==> config.mk <==
export PLATFORM = sky130hd
export DESIGN_NAME = hash_tree_volume_layout
export DESIGN_NICKNAME = d
export VERILOG_FILES = /design/src/rtl/htvl_pkg.sv /design/src/rtl/hash_tree_volume_layout.sv /design/src/rtl/htvl_seq.sv /design/src/rtl/htvl_datapath.sv
export SDC_FILE = /design/constraint.sdc
export NUM_CORES = 2
export LEC_CHECK = 0
export ABC_AREA = 1
export BUFFER_PORTS_ARGS = -buffer_cell sky130_fd_sc_hd__buf_2
export CAP_MARGIN = 15
export CORE_ASPECT_RATIO = 0.7
export CORE_UTILIZATION = 60
export CTS_BUF_LIST = sky130_fd_sc_hd__clkbuf_8
export DETAILED_ROUTE_END_ITERATION = 12
export HOLD_SLACK_MARGIN = 0.1
export PLACE_DENSITY_LB_ADDON = 0.1
export SLEW_MARGIN = 5
export SYNTH_ARGS = -nofsm -noshare
export SYNTH_HDL_FRONTEND = slang
export SYNTH_SLANG_ARGS = --single-unit
==> constraint.sdc <==
create_clock -name clk -period 56.7 [get_ports clk]
set_input_delay 17.01 -clock clk [delete_from_list [all_inputs] [get_ports clk]]
set_output_delay 17.01 -clock clk [all_outputs]
set_load 0.05 [all_outputs]
==> src/rtl/htvl_pkg.sv <==
`timescale 1ns / 1ps

package htvl_pkg;

  localparam int TOTAL_W  = 48;
  localparam int JB_W     = 32;
  localparam int SHIFT_W  = 4;
  localparam int IDX_W    = 6;
  localparam int LCNT_W   = 7;
  localparam int ST_W     = 2;
  localparam int ACT_W    = 4;
  localparam int LOW_W    = TOTAL_W + 1;
  localparam int SUM_W    = TOTAL_W + 1;
  localparam int USED_W   = TOTAL_W + 2;

  localparam int MAX_LEVELS_DEF = 16;

  localparam logic [SHIFT_W-1:0] SHIFT_RST      = 4'd7;
  localparam logic [TOTAL_W-1:0] MIN_BLOCKS     = 48'd6;
  localparam logic [LCNT_W-1:0]  LEVEL_SLOTS_M1 = 7'd63;

  // result status codes
  localparam logic [ST_W-1:0] ST_OK    = 2'd0;
  localparam logic [ST_W-1:0] ST_SMALL = 2'd1;
  localparam logic [ST_W-1:0] ST_NOFIT = 2'd2;
  localparam logic [ST_W-1:0] ST_DEEP  = 2'd3;

  // datapath actions, one per microcode word
  localparam logic [ACT_W-1:0] A_LOAD  = 4'd0;
  localparam logic [ACT_W-1:0] A_CHK   = 4'd1;
  localparam logic [ACT_W-1:0] A_TEST  = 4'd2;
  localparam logic [ACT_W-1:0] A_MID   = 4'd3;
  localparam logic [ACT_W-1:0] A_TINIT = 4'd4;
  localparam logic [ACT_W-1:0] A_TSTEP = 4'd5;
  localparam logic [ACT_W-1:0] A_TTOP  = 4'd6;
  localparam logic [ACT_W-1:0] A_USED  = 4'd7;
  localparam logic [ACT_W-1:0] A_PAD   = 4'd8;
  localparam logic [ACT_W-1:0] A_UPD   = 4'd9;
  localparam logic [ACT_W-1:0] A_DONE  = 4'd10;
  localparam logic [ACT_W-1:0] A_EMIT  = 4'd11;
  localparam logic [ACT_W-1:0] A_ERR   = 4'd12;
  localparam logic [ACT_W-1:0] A_NOP   = 4'd13;

  typedef struct packed {
    logic no_in;
    logic few;
    logic loop_end;
    logic mid_zero;
    logic tree_more;
    logic ne;
    logic bad;
    logic out_busy;
    logic last_lvl;
  } htvl_flags_t;

  function automatic logic [TOTAL_W-1:0] ceil_shift(input logic [TOTAL_W-1:0] x,
                                                    input logic [SHIFT_W-1:0] s);
    logic [TOTAL_W-1:0] m;
    m = (TOTAL_W'(1) << s) - TOTAL_W'(1);
    return (x >> s) + TOTAL_W'((x & m) != '0);
  endfunction

endpackage

==> src/rtl/hash_tree_volume_layout.sv <==
`timescale 1ns / 1ps
// Each input transaction runs P binary-search probes (at most 49), each walking
//   L tree levels through the shared ceil-shift unit, and then issues R results
//   (one per cycle when the output is not stalled).
// Throughput: one input transaction in flight; the next is taken once the last
//   result has been loaded into the output register.
// Reset (rst_n, synchronous, active low): sequencer to idle, output invalid,
//   fanout_shift back to 7.

module hash_tree_volume_layout import htvl_pkg::*; #(
  parameter int MAX_LEVELS = MAX_LEVELS_DEF
) (
  input  logic               clk,
  input  logic               rst_n,
  input  logic               cfg_wr_en,
  input  logic [SHIFT_W-1:0] cfg_wr_data,
  input  logic               in_valid,
  output logic               in_stall,
  input  logic [TOTAL_W-1:0] in_total_blocks,
  input  logic [JB_W-1:0]    in_journal_count,
  output logic               out_valid,
  input  logic               out_stall,
  output logic [IDX_W-1:0]   out_level_index,
  output logic [TOTAL_W-1:0] out_level_blocks,
  output logic [TOTAL_W-1:0] out_data_count,
  output logic [TOTAL_W-1:0] out_hash_count,
  output logic [JB_W-1:0]    out_journal_used,
  output logic [TOTAL_W-1:0] out_pad_count,
  output logic [LCNT_W-1:0]  out_level_count,
  output logic [ST_W-1:0]    out_status,
  output logic               out_last
);

  logic [ACT_W-1:0] act;
  htvl_flags_t      flags;

  assign in_stall = !rst_n || (act != A_LOAD);

  htvl_seq u_seq (
    .clk   (clk),
    .rst_n (rst_n),
    .flags (flags),
    .act   (act)
  );

  htvl_datapath #(
    .MAX_LEVELS (MAX_LEVELS)
  ) u_dp (
    .clk              (clk),
    .rst_n            (rst_n),
    .act              (act),
    .flags            (flags),
    .cfg_wr_en        (cfg_wr_en),
    .cfg_wr_data      (cfg_wr_data),
    .in_valid         (in_valid),
    .in_total_blocks  (in_total_blocks),
    .in_journal_count (in_journal_count),
    .out_valid        (out_valid),
    .out_stall        (out_stall),
    .out_level_index  (out_level_index),
    .out_level_blocks (out_level_blocks),
    .out_data_count   (out_data_count),
    .out_hash_count   (out_hash_count),
    .out_journal_used (out_journal_used),
    .out_pad_count    (out_pad_count),
    .out_level_count  (out_level_count),
    .out_status       (out_status),
    .out_last         (out_last)
  );

endmodule

==> src/rtl/htvl_seq.sv <==
`timescale 1ns / 1ps

module htvl_seq import htvl_pkg::*; (
  input  logic             clk,
  input  logic             rst_n,
  input  htvl_flags_t      flags,
  output logic [ACT_W-1:0] act
);

  localparam int PC_W = 4;

  localparam logic [PC_W-1:0] S_IDLE  = 4'd0;
  localparam logic [PC_W-1:0] S_CHK   = 4'd1;
  localparam logic [PC_W-1:0] S_TEST  = 4'd2;
  localparam logic [PC_W-1:0] S_MID   = 4'd3;
  localparam logic [PC_W-1:0] S_TINIT = 4'd4;
  localparam logic [PC_W-1:0] S_TSTEP = 4'd5;
  localparam logic [PC_W-1:0] S_TTOP  = 4'd6;
  localparam logic [PC_W-1:0] S_USED  = 4'd7;
  localparam logic [PC_W-1:0] S_PAD   = 4'd8;
  localparam logic [PC_W-1:0] S_UPD   = 4'd9;
  localparam logic [PC_W-1:0] S_DONE  = 4'd10;
  localparam logic [PC_W-1:0] S_EMIT  = 4'd11;
  localparam logic [PC_W-1:0] S_ERR   = 4'd12;

  localparam logic [3:0] C_ALWAYS    = 4'd0;
  localparam logic [3:0] C_NO_IN     = 4'd1;
  localparam logic [3:0] C_SMALL     = 4'd2;
  localparam logic [3:0] C_LOOP_END  = 4'd3;
  localparam logic [3:0] C_MID_ZERO  = 4'd4;
  localparam logic [3:0] C_TREE_MORE = 4'd5;
  localparam logic [3:0] C_NE        = 4'd6;
  localparam logic [3:0] C_BAD       = 4'd7;
  localparam logic [3:0] C_OUT_BUSY  = 4'd8;
  localparam logic [3:0] C_EMIT_MORE = 4'd9;

  typedef struct packed {
    logic [ACT_W-1:0] act;
    logic [3:0]       cond;
    logic [PC_W-1:0]  tgt_t;
    logic [PC_W-1:0]  tgt_f;
  } ucw_t;

  // control store: action, jump condition, target when true, target when false
  function automatic ucw_t ucode(input logic [PC_W-1:0] pc);
    ucw_t w;
    unique case (pc)
      S_IDLE:  w = '{A_LOAD,  C_NO_IN,     S_IDLE,  S_CHK};
      S_CHK:   w = '{A_CHK,   C_SMALL,     S_ERR,   S_TEST};
      S_TEST:  w = '{A_TEST,  C_LOOP_END,  S_DONE,  S_MID};
      S_MID:   w = '{A_MID,   C_ALWAYS,    S_TINIT, S_TINIT};
      S_TINIT: w = '{A_TINIT, C_MID_ZERO,  S_DONE,  S_TSTEP};
      S_TSTEP: w = '{A_TSTEP, C_TREE_MORE, S_TSTEP, S_TTOP};
      S_TTOP:  w = '{A_TTOP,  C_ALWAYS,    S_USED,  S_USED};
      S_USED:  w = '{A_USED,  C_ALWAYS,    S_PAD,   S_PAD};
      S_PAD:   w = '{A_PAD,   C_ALWAYS,    S_UPD,   S_UPD};
      S_UPD:   w = '{A_UPD,   C_NE,        S_TEST,  S_DONE};
      S_DONE:  w = '{A_DONE,  C_BAD,       S_ERR,   S_EMIT};
      S_EMIT:  w = '{A_EMIT,  C_EMIT_MORE, S_EMIT,  S_IDLE};
      S_ERR:   w = '{A_ERR,   C_OUT_BUSY,  S_ERR,   S_IDLE};
      default: w = '{A_NOP,   C_ALWAYS,    S_IDLE,  S_IDLE};
    endcase
    return w;
  endfunction

  logic [PC_W-1:0] pc_r, pc_nxt;
  ucw_t            uw;
  logic            cond_hit;

  assign uw  = ucode(pc_r);
  assign act = uw.act;

  always_comb begin
    unique case (uw.cond)
      C_ALWAYS:    cond_hit = 1'b1;
      C_NO_IN:     cond_hit = flags.no_in;
      C_SMALL:     cond_hit = flags.few;
      C_LOOP_END:  cond_hit = flags.loop_end;
      C_MID_ZERO:  cond_hit = flags.mid_zero;
      C_TREE_MORE: cond_hit = flags.tree_more;
      C_NE:        cond_hit = flags.ne;
      C_BAD:       cond_hit = flags.bad;
      C_OUT_BUSY:  cond_hit = flags.out_busy;
      C_EMIT_MORE: cond_hit = flags.out_busy || !flags.last_lvl;
      default:     cond_hit = 1'b1;
    endcase
    pc_nxt = cond_hit ? uw.tgt_t : uw.tgt_f;
  end

  always_ff @(posedge clk) begin
    if (!rst_n) begin
      pc_r <= S_IDLE;
    end else begin
      pc_r <= pc_nxt;
    end
  end

endmodule

==> src/rtl/htvl_datapath.sv <==
`timescale 1ns / 1ps

module htvl_datapath import htvl_pkg::*; #(
  parameter int MAX_LEVELS = MAX_LEVELS_DEF
) (
  input  logic               clk,
  input  logic               rst_n,
  input  logic [ACT_W-1:0]   act,
  output htvl_flags_t        flags,
  input  logic               cfg_wr_en,
  input  logic [SHIFT_W-1:0] cfg_wr_data,
  input  logic               in_valid,
  input  logic [TOTAL_W-1:0] in_total_blocks,
  input  logic [JB_W-1:0]    in_journal_count,
  output logic               out_valid,
  input  logic               out_stall,
  output logic [IDX_W-1:0]   out_level_index,
  output logic [TOTAL_W-1:0] out_level_blocks,
  output logic [TOTAL_W-1:0] out_data_count,
  output logic [TOTAL_W-1:0] out_hash_count,
  output logic [JB_W-1:0]    out_journal_used,
  output logic [TOTAL_W-1:0] out_pad_count,
  output logic [LCNT_W-1:0]  out_level_count,
  output logic [ST_W-1:0]    out_status,
  output logic               out_last
);

  logic [SHIFT_W-1:0] fanout_shift_r, fanout_shift_nxt;
  logic               out_valid_r, out_valid_nxt;

  logic [TOTAL_W-1:0] total_r, total_nxt;
  logic [JB_W-1:0]    jb_r, jb_nxt;
  logic [SHIFT_W-1:0] s_r, s_nxt;
  logic [TOTAL_W-1:0] avail_r, avail_nxt;
  logic [LOW_W-1:0]   low_r, low_nxt;
  logic [TOTAL_W-1:0] high_r, high_nxt;
  logic [TOTAL_W-1:0] d_r, d_nxt;
  logic [TOTAL_W-1:0] mid_r, mid_nxt;
  logic [TOTAL_W-1:0] i_r, i_nxt;
  logic [SUM_W-1:0]   sum_r, sum_nxt;
  logic [LCNT_W-1:0]  lev_r, lev_nxt;
  logic [USED_W-1:0]  used_r, used_nxt;
  logic [TOTAL_W-1:0] pad_r, pad_nxt;
  logic               gt_r, gt_nxt;
  logic [TOTAL_W-1:0] best_db_r, best_db_nxt;
  logic [TOTAL_W-1:0] best_hb_r, best_hb_nxt;
  logic [TOTAL_W-1:0] best_pad_r, best_pad_nxt;
  logic [LCNT_W-1:0]  best_lev_r, best_lev_nxt;
  logic [ST_W-1:0]    err_r, err_nxt;
  logic [IDX_W-1:0]   k_r, k_nxt;

  logic [IDX_W-1:0]   o_idx_r, o_idx_nxt;
  logic [TOTAL_W-1:0] o_lvl_r, o_lvl_nxt;
  logic [TOTAL_W-1:0] o_db_r, o_db_nxt;
  logic [TOTAL_W-1:0] o_hb_r, o_hb_nxt;
  logic [JB_W-1:0]    o_jb_r, o_jb_nxt;
  logic [TOTAL_W-1:0] o_pad_r, o_pad_nxt;
  logic [LCNT_W-1:0]  o_cnt_r, o_cnt_nxt;
  logic [ST_W-1:0]    o_st_r, o_st_nxt;
  logic               o_last_r, o_last_nxt;

  logic [TOTAL_W-1:0] shf_in, shf;
  logic [USED_W:0]    pad_diff;
  logic               out_busy, nofit, too_deep, last_lvl, out_load;

  // one shared ceil-divide-by-fanout unit
  always_comb begin
    unique case (act)
      A_TINIT: shf_in = mid_r;
      A_DONE:  shf_in = best_db_r;
      default: shf_in = i_r;
    endcase
  end
  assign shf = ceil_shift(shf_in, s_r);

  assign pad_diff = {1'b0, 2'b00, avail_r} - {1'b0, used_r};
  assign out_busy = out_valid_r && out_stall;
  assign nofit    = best_pad_r == avail_r;
  assign too_deep = best_lev_r > LCNT_W'(MAX_LEVELS);
  assign last_lvl = ({1'b0, k_r} + LCNT_W'(1)) == best_lev_r;
  assign out_load = ((act == A_EMIT) || (act == A_ERR)) && !out_busy;

  always_comb begin
    flags.no_in     = !in_valid;
    flags.few       = total_r < MIN_BLOCKS;
    flags.loop_end  = ({1'b0, high_r} < low_r) || (high_r == '0);
    flags.mid_zero  = mid_r == '0;
    flags.tree_more = (i_r != TOTAL_W'(1)) && (lev_r < LEVEL_SLOTS_M1);
    flags.ne        = gt_r || (pad_r != '0);
    flags.bad       = nofit || too_deep;
    flags.out_busy  = out_busy;
    flags.last_lvl  = last_lvl;
  end

  always_comb begin
    fanout_shift_nxt = cfg_wr_en ? cfg_wr_data : fanout_shift_r;
    out_valid_nxt    = out_load ? 1'b1 : out_busy;

    total_nxt    = total_r;
    jb_nxt       = jb_r;
    s_nxt        = s_r;
    avail_nxt    = avail_r;
    low_nxt      = low_r;
    high_nxt     = high_r;
    d_nxt        = d_r;
    mid_nxt      = mid_r;
    i_nxt        = i_r;
    sum_nxt      = sum_r;
    lev_nxt      = lev_r;
    used_nxt     = used_r;
    pad_nxt      = pad_r;
    gt_nxt       = gt_r;
    best_db_nxt  = best_db_r;
    best_hb_nxt  = best_hb_r;
    best_pad_nxt = best_pad_r;
    best_lev_nxt = best_lev_r;
    err_nxt      = err_r;
    k_nxt        = k_r;

    o_idx_nxt  = o_idx_r;
    o_lvl_nxt  = o_lvl_r;
    o_db_nxt   = o_db_r;
    o_hb_nxt   = o_hb_r;
    o_jb_nxt   = o_jb_r;
    o_pad_nxt  = o_pad_r;
    o_cnt_nxt  = o_cnt_r;
    o_st_nxt   = o_st_r;
    o_last_nxt = o_last_r;

    unique case (act)
      A_LOAD: begin
        if (in_valid) begin
          total_nxt = in_total_blocks;
          jb_nxt    = in_journal_count;
          // a shift of zero would never shrink the tree
          s_nxt     = (fanout_shift_r == '0) ? SHIFT_W'(1) : fanout_shift_r;
        end
      end
      A_CHK: begin
        avail_nxt    = total_r - TOTAL_W'(1);
        high_nxt     = total_r - TOTAL_W'(1);
        best_pad_nxt = total_r - TOTAL_W'(1);
        low_nxt      = '0;
        err_nxt      = ST_SMALL;
      end
      A_TEST: begin
        d_nxt = high_r - low_r[TOTAL_W-1:0];
      end
      A_MID: begin
        // low <= high here, so low fits the narrower width
        mid_nxt = low_r[TOTAL_W-1:0] + (d_r >> 1) + TOTAL_W'(d_r[0]);
      end
      A_TINIT: begin
        i_nxt   = shf;
        sum_nxt = '0;
        lev_nxt = '0;
      end
      A_TSTEP: begin
        if (flags.tree_more) begin
          sum_nxt = sum_r + SUM_W'(i_r);
          lev_nxt = lev_r + LCNT_W'(1);
          i_nxt   = shf;
        end
      end
      A_TTOP: begin
        sum_nxt  = sum_r + SUM_W'(1);
        lev_nxt  = lev_r + LCNT_W'(1);
        used_nxt = USED_W'(mid_r) + USED_W'(jb_r);
      end
      A_USED: begin
        used_nxt = used_r + USED_W'(sum_r);
      end
      A_PAD: begin
        gt_nxt  = pad_diff[USED_W];
        pad_nxt = pad_diff[TOTAL_W-1:0];
      end
      A_UPD: begin
        if (!gt_r && (pad_r < best_pad_r)) begin
          best_db_nxt  = mid_r;
          best_hb_nxt  = sum_r[TOTAL_W-1:0];
          best_pad_nxt = pad_r;
          best_lev_nxt = lev_r;
        end
        if (gt_r) begin
          high_nxt = mid_r - TOTAL_W'(1);
        end else if (pad_r != '0) begin
          low_nxt = LOW_W'(mid_r) + LOW_W'(1);
        end
      end
      A_DONE: begin
        err_nxt = nofit ? ST_NOFIT : ST_DEEP;
        k_nxt   = '0;
        i_nxt   = shf;
      end
      A_EMIT: begin
        if (!out_busy) begin
          o_idx_nxt  = k_r;
          o_lvl_nxt  = i_r;
          o_db_nxt   = best_db_r;
          o_hb_nxt   = best_hb_r;
          o_jb_nxt   = jb_r;
          o_pad_nxt  = best_pad_r;
          o_cnt_nxt  = best_lev_r;
          o_st_nxt   = ST_OK;
          o_last_nxt = last_lvl;
          k_nxt      = k_r + IDX_W'(1);
          i_nxt      = shf;
        end
      end
      A_ERR: begin
        if (!out_busy) begin
          o_idx_nxt  = '0;
          o_lvl_nxt  = '0;
          o_db_nxt   = '0;
          o_hb_nxt   = '0;
          o_jb_nxt   = '0;
          o_pad_nxt  = '0;
          o_cnt_nxt  = '0;
          o_st_nxt   = err_r;
          o_last_nxt = 1'b1;
        end
      end
      default: begin
      end
    endcase
  end

  always_ff @(posedge clk) begin
    if (!rst_n) begin
      fanout_shift_r <= SHIFT_RST;
      out_valid_r    <= 1'b0;
    end else begin
      fanout_shift_r <= fanout_shift_nxt;
      out_valid_r    <= out_valid_nxt;
    end
  end

  always_ff @(posedge clk) begin
    total_r    <= total_nxt;
    jb_r       <= jb_nxt;
    s_r        <= s_nxt;
    avail_r    <= avail_nxt;
    low_r      <= low_nxt;
    high_r     <= high_nxt;
    d_r        <= d_nxt;
    mid_r      <= mid_nxt;
    i_r        <= i_nxt;
    sum_r      <= sum_nxt;
    lev_r      <= lev_nxt;
    used_r     <= used_nxt;
    pad_r      <= pad_nxt;
    gt_r       <= gt_nxt;
    best_db_r  <= best_db_nxt;
    best_hb_r  <= best_hb_nxt;
    best_pad_r <= best_pad_nxt;
    best_lev_r <= best_lev_nxt;
    err_r      <= err_nxt;
    k_r        <= k_nxt;
    o_idx_r    <= o_idx_nxt;
    o_lvl_r    <= o_lvl_nxt;
    o_db_r     <= o_db_nxt;
    o_hb_r     <= o_hb_nxt;
    o_jb_r     <= o_jb_nxt;
    o_pad_r    <= o_pad_nxt;
    o_cnt_r    <= o_cnt_nxt;
    o_st_r     <= o_st_nxt;
    o_last_r   <= o_last_nxt;
  end

  assign out_valid        = out_valid_r;
  assign out_level_index  = o_idx_r;
  assign out_level_blocks = o_lvl_r;
  assign out_data_count   = o_db_r;
  assign out_hash_count   = o_hb_r;
  assign out_journal_used = o_jb_r;
  assign out_pad_count    = o_pad_r;
  assign out_level_count  = o_cnt_r;
  assign out_status       = o_st_r;
  assign out_last         = o_last_r;

endmodule

## Word level (Yosys, flattened, before mapping)

Memory sizes are Yosys's and may differ from the RTL's. A register that Yosys moved wholly into a read port is not among the register bits.
Cells that the tools add are included.

- Register bits: 932
- Output and inout port bits: 242
- Memory bits (read-only): 256
- Input port bits: 89
- Memories: 1
- Word-level logic and storage cells: 174

Memory list:

| name | depth | width | rd ports | clocked after Yosys merged registers in | write ports | RTL line | RTL |
|---|---|---|---|---|---|---|---|
| (name not given) | 16 | 16 | 1 | 1 | 0 | htvl_seq.sv:47 | `unique case (pc)` |

- Magnitude comparators: 5
- Add/subtract/negate cells: 16
- Reduce and logical (&&, ||, !) cells: 39
- Mux-type cells: 48
- Shift operators: 2
- Eq/ne operators: 31
- Bitwise gates (word level): 1

Operators by type and width:

| kind | number |
|---|---|
| $pmux W48 S2 | 7 |
| $mux W48 | 9 |
| $mux W49 | 3 |
| $pmux W49 S3 | 1 |
| $pmux W48 S3 | 1 |
| $pmux W50 S2 | 1 |
| $pmux W49 S2 | 1 |
| $add A48 B1 Y48 | 2 |
| $logic_not A48 Y1 | 2 |
| $reduce_bool A48 Y1 | 2 |
| $sub A48 B1 Y48 const B | 2 |
| $mux W32 | 2 |
| $pmux W32 S2 | 1 |
| $sub A48 B50 Y51 | 1 |
| $add A50 B49 Y50 | 1 |
| $add A48 B1 Y49 const B | 1 |
| $add A48 B32 Y49 | 1 |
| $add A49 B1 Y49 const B | 1 |
| $add A49 B48 Y49 | 1 |
| $lt A48 B49 Y1 | 1 |
| $add A48 B47 Y48 | 1 |
| $and A48 B48 Y48 | 1 |
| $eq A48 B48 Y1 | 1 |
| $lt A48 B3 Y1 const B | 1 |
| 39 further kinds | 97 |

## Depth between registers and ports, before layout

- Depth in word-level cells: 7
- Mapped depth: 23
- Depth with buffers taken out: 23

## Cells and area by module

Synthesis repeated with hierarchy kept, for this count alone.

- Cells, all modules: 7418
- Area, all modules: 61132.4 µm²

Modules (own cells, without submodules):

| module | area each (µm²) | sequential area each (µm²) | times used | cells an instance |
|---|---|---|---|---|
| htvl_datapath | 60077.6 | 27936.8 | 1 | 7260 |
| htvl_seq | 1042.2 | 320.3 | 1 | 155 |
| hash_tree_volume_layout | 12.5 | 0.0 | 1 | 3 |

## Least setup slack after synthesis

OpenSTA, ideal clock, no wires.

- Path type: in2out
- Start: in rst_n
- End: out in_stall
- Path slack: 21.764 ns
- Required time: 39.690 ns
- Arrival: 17.926 ns
- Stages on the path: 3
- Buffers on the path: 2
- Path through: clkbuf_1 clkbuf_1 nand3_1

- Word-level cells in the longest chain between the ends: 2

Ends and longest elaborated chain:

| item | RTL line | RTL |
|---|---|---|
| start, declared | hash_tree_volume_layout.sv:14 | `input logic rst_n,` |
| $logic_not A1 Y1 | - |  |
| $logic_or A1 B1 Y1 | hash_tree_volume_layout.sv:37 | `assign in_stall = !rst_n \|\| (act != A_LOAD);` |
| end, declared | hash_tree_volume_layout.sv:18 | `output logic in_stall,` |

Every way passes these cells.

## Final worst setup path

Ends and elaborated chain as after synthesis.

==> reports/metrics.yaml <==
status: "complete, no violations"
place_inst: 9125
synth_top_family_by_area: "simple AND/OR/NAND/NOR gates"
holdBufCountCts: 0
power_uw: 3460
synthSimpleGateAreaFrac: 0.233
hold_depth: 0
drt_iter0_drc: 10400
ir_drop_mv: 0.0365
p_sw_uw: 1690
power_frac_seq: 0.337
path_max_fanout: 15
ioPinCount: 331
cts.sinks: 948
core_area_um2: 101000
rows: 97
synth_mux_area_frac: 0.000162
regMostFlops: "u_dp.used_r"
synth-edff-count: 927
synth_adder_area_share: 0.0699
numCtsBuffers: 150
yosysWarnings: 0
hold_class: "reg2reg"
chipHeight_um: 270
synth_area_leader_cell: "edfxtp_1"
grt-ovfl-total: 0
ys_seq_elements: 948
grt_pass1_vias: 53200
clk_pin_slew_ns: 0.06
cts_resized: 0
ant_nets: 0
reg2reg_from: "u_seq.uw[14]$_DFF_P_"
hold_viol: 0
synth.cell_area_um2: 61600
synth_fp_nets: 7965
switching_share: 0.487
wl_per_cell_um: 25.5
worstReg2RegEnd: "u_dp.i_r[29]$_DFFE_PP_"
ys_top_cells_by_area: "edfxtp_1, nand2_1, inv_1"
min_period_ns: 34.95
max-cap-violations: 0
viasPerCell: 6.24
synth-compound-area-share: 0.113
syn_inst: 7536
globalplace.congestion: 1.07
rrSetupSlack_ns: 51.25
drive_gt1_frac: 0.0939
crit_type: "in2out"
io_buffer_count: 330
grt_pass1_wl_mm: 344
rsz0062_at_grt: "false"
finalClockSkew_ns: 0.0657
setup_tns_ns: 0
synth_xor_area_frac: 0.0418
tritoncts: "yes"
critical_path_arrival_ns: 17.94
yosysSeqAreaShare: 0.459
finalWirelength_mm: 241
cp-start-kind: "input pin"
antenna_found_initial: 18
slew_viol_final: 0
clk-insertion-delay-late_ns: 0.92
layout.nets: 8370
required_ns: 39.69
relSlewSlack: 0.186
dpl.hpwl_mm: 187
setup.worst_path.start: "rst_n"
die_w_um: 385
critPathCaptureType: "output pin"
fillerInstances: 8354
cts_setup_buffers: 0
synth_top_area_frac: 0.452
top_regs: "u_dp.used_r: 50 flops, u_dp.low_r: 49 flops, u_dp.sum_r: 49 flops"
drc: 0
start_util: 0.611
reg2reg_depth: 16
seq_area_um2: 28300
globalRouteTotalUtil: 0.453
finalSetupViolations: 0
ys.flop_type: "edfxtp_1"
cellPowerDensity_nw_per_um2: 51.0
ys_types: 65
root_buffer: "clkbuf_8"
power.share.clock: 0.178
multi_input_area_um2: 28300
syn_avg_cell_area_um2: 8.18
ctsLongestPathBuffers: 3
grt_start_max_net_pins: 98
drt_pass1_iterations: 10
final_cell_count_no_fill: 9417
area_growth_pct: 10.2
largest_reg_flops: 50
leakage_uw: 0.0294
fp.dieArea_um2: 104000
cellInternalPower_uw: 1770
cts_max_level: 4
max_clock_freq_ghz: 0.0286
async_flop_share: 0
via_count: 58800
p_comb_frac: 0.485
endpoint: "in_stall"
fin_crit_sh: 0.616
worst_slew_pin_slew_ns: 1.21
## synth_stat cells (all sizes together), types with 3 or more instances
library cell     n
nand2         1450
inv           1192
nor2          1047
edfxtp         927
a21oi          580
nand3          532
o21ai          424
ha             333
xor2           184
a31oi          113
xnor2          110
nor3           107
nand4           98
clkbuf          86
nor4            66
buf             50
o21a            41
dfxtp           21
or2             18
o211ai          17
a21boi          16
a21o            16
o21bai          11
o221ai          11
o31ai           11
a211oi          10
and3            10
nor3b            9
fa               7
o2111ai          5
and2             4
nand3b           4
o22ai            4
a221oi           3
a311oi           3
clkinv           3
## worst max-delay path, stage by stage
cell and delay [ns]:
buf_2 0.34, nand3_1 0.28, buf_2 0.30
## through the flow
step	worst slack (ns)	instance area (um2)	util	hold slack [ns]
2_1_floorplan	21.76	61600	-	0.424
4_1_cts	21.79	67900	0.673	0.470
5_1_grt	21.76	67900	0.673	0.481
6_report	21.75	67900	0.673	0.470
3_5_place_dp	21.79	64900	0.643	0.455
3_3_place_gp	21.81	64900	0.643	0.445
## logic make-up (layout without fill, tap and decap cells)
kind of cell,after synthesis,in the layout
DFF,948,948
xor gates and xnor gates,294,294
adders and majority gates,340,340
buffers and inverters,1331,1859
muxes,1,1
and+or+nand+nor,3347,3347
AOI/OAI and AO/OA,1275,1275
other,0,17
## area by class of cell
class,instances,share of cell area
antenna,17,0.000627
timing repair buffer,389,0.0309
sequential,948,0.416
clock inverter,124,0.0135
inverter,1195,0.0661
clock buffer,151,0.0306
multi-input combinational,5257,0.418
tap,1336,0.0246
## cells in the final DEF, fill, tap and decap left out, types with 7 or more instances in the layout
cell / instances
nand2_1: 1428
inv_1: 1210
nor2_1: 992
edfxtp_1: 927
a21oi_1: 577
nand3_1: 511
o21ai_0: 417
ha_1: 333
buf_2: 330
xor2_1: 184
clkbuf_8: 151
a31oi_1: 112
xnor2_1: 110
nor3_1: 98
nand4_1: 97
nor4_1: 65
buf_4: 59
o21a_1: 41
nor2_2: 31
inv_2: 30
clkinv_2: 26
clkinv_1: 24
dfxtp_1: 21
nand2_2: 20
nor2_4: 20
nand3_2: 19
diode_2: 17
or2_2: 17
o211ai_1: 17
a21boi_0: 16
a21o_1: 16
o31ai_1: 11
o221ai_1: 11
o21bai_1: 11
bufinv_16: 11
a211oi_1: 10
nor3b_1: 9
and3_1: 9
nor3_2: 9
fa_1: 7
## layer usage
metal	vias up	GRT usage	wire length, um
met5	-	0	55
met2	4878	0.578	89100
met4	8	0.182	11700
li1	26200	-	-
met1	27100	0.654	94300
met3	662	0.207	45500
## power groups by stage
stage | clock [uW] | combinational (uW) | sequential (uW)
after floorplan | 0 | 1040 | 1140
after global placement | 0 | 1550 | 1160
after detailed placement | 0 | 1580 | 1160
after CTS | 611 | 1590 | 1150
after global routing | 640 | 1790 | 1160
final | 616 | 1680 | 1170
## how the worst min path moves through the flow
stage | startpoint | to | slack, ns
6_report | u_dp.fanout_shift_r[1]$_SDFFE_PN1P_ | u_dp.s_r[1]$_SDFFCE_PN0P_ | 0.47
5_1_grt | u_dp.fanout_shift_r[1]$_SDFFE_PN1P_ | u_dp.s_r[1]$_SDFFCE_PN0P_ | 0.48
3_3_place_gp | u_dp.fanout_shift_r[3]$_SDFFE_PN0P_ | u_dp.s_r[3]$_SDFFCE_PN0P_ | 0.44
4_1_cts | u_dp.fanout_shift_r[1]$_SDFFE_PN1P_ | u_dp.s_r[1]$_SDFFCE_PN0P_ | 0.47
2_1_floorplan | u_dp.mid_r[32]$_DFFE_PN_ | u_dp.best_db_r[32]$_DFFE_PP_ | 0.42
3_5_place_dp | u_dp.fanout_shift_r[1]$_SDFFE_PN1P_ | u_dp.s_r[1]$_SDFFCE_PN0P_ | 0.45
Note: power is estimated with default switching activity, not from simulation.
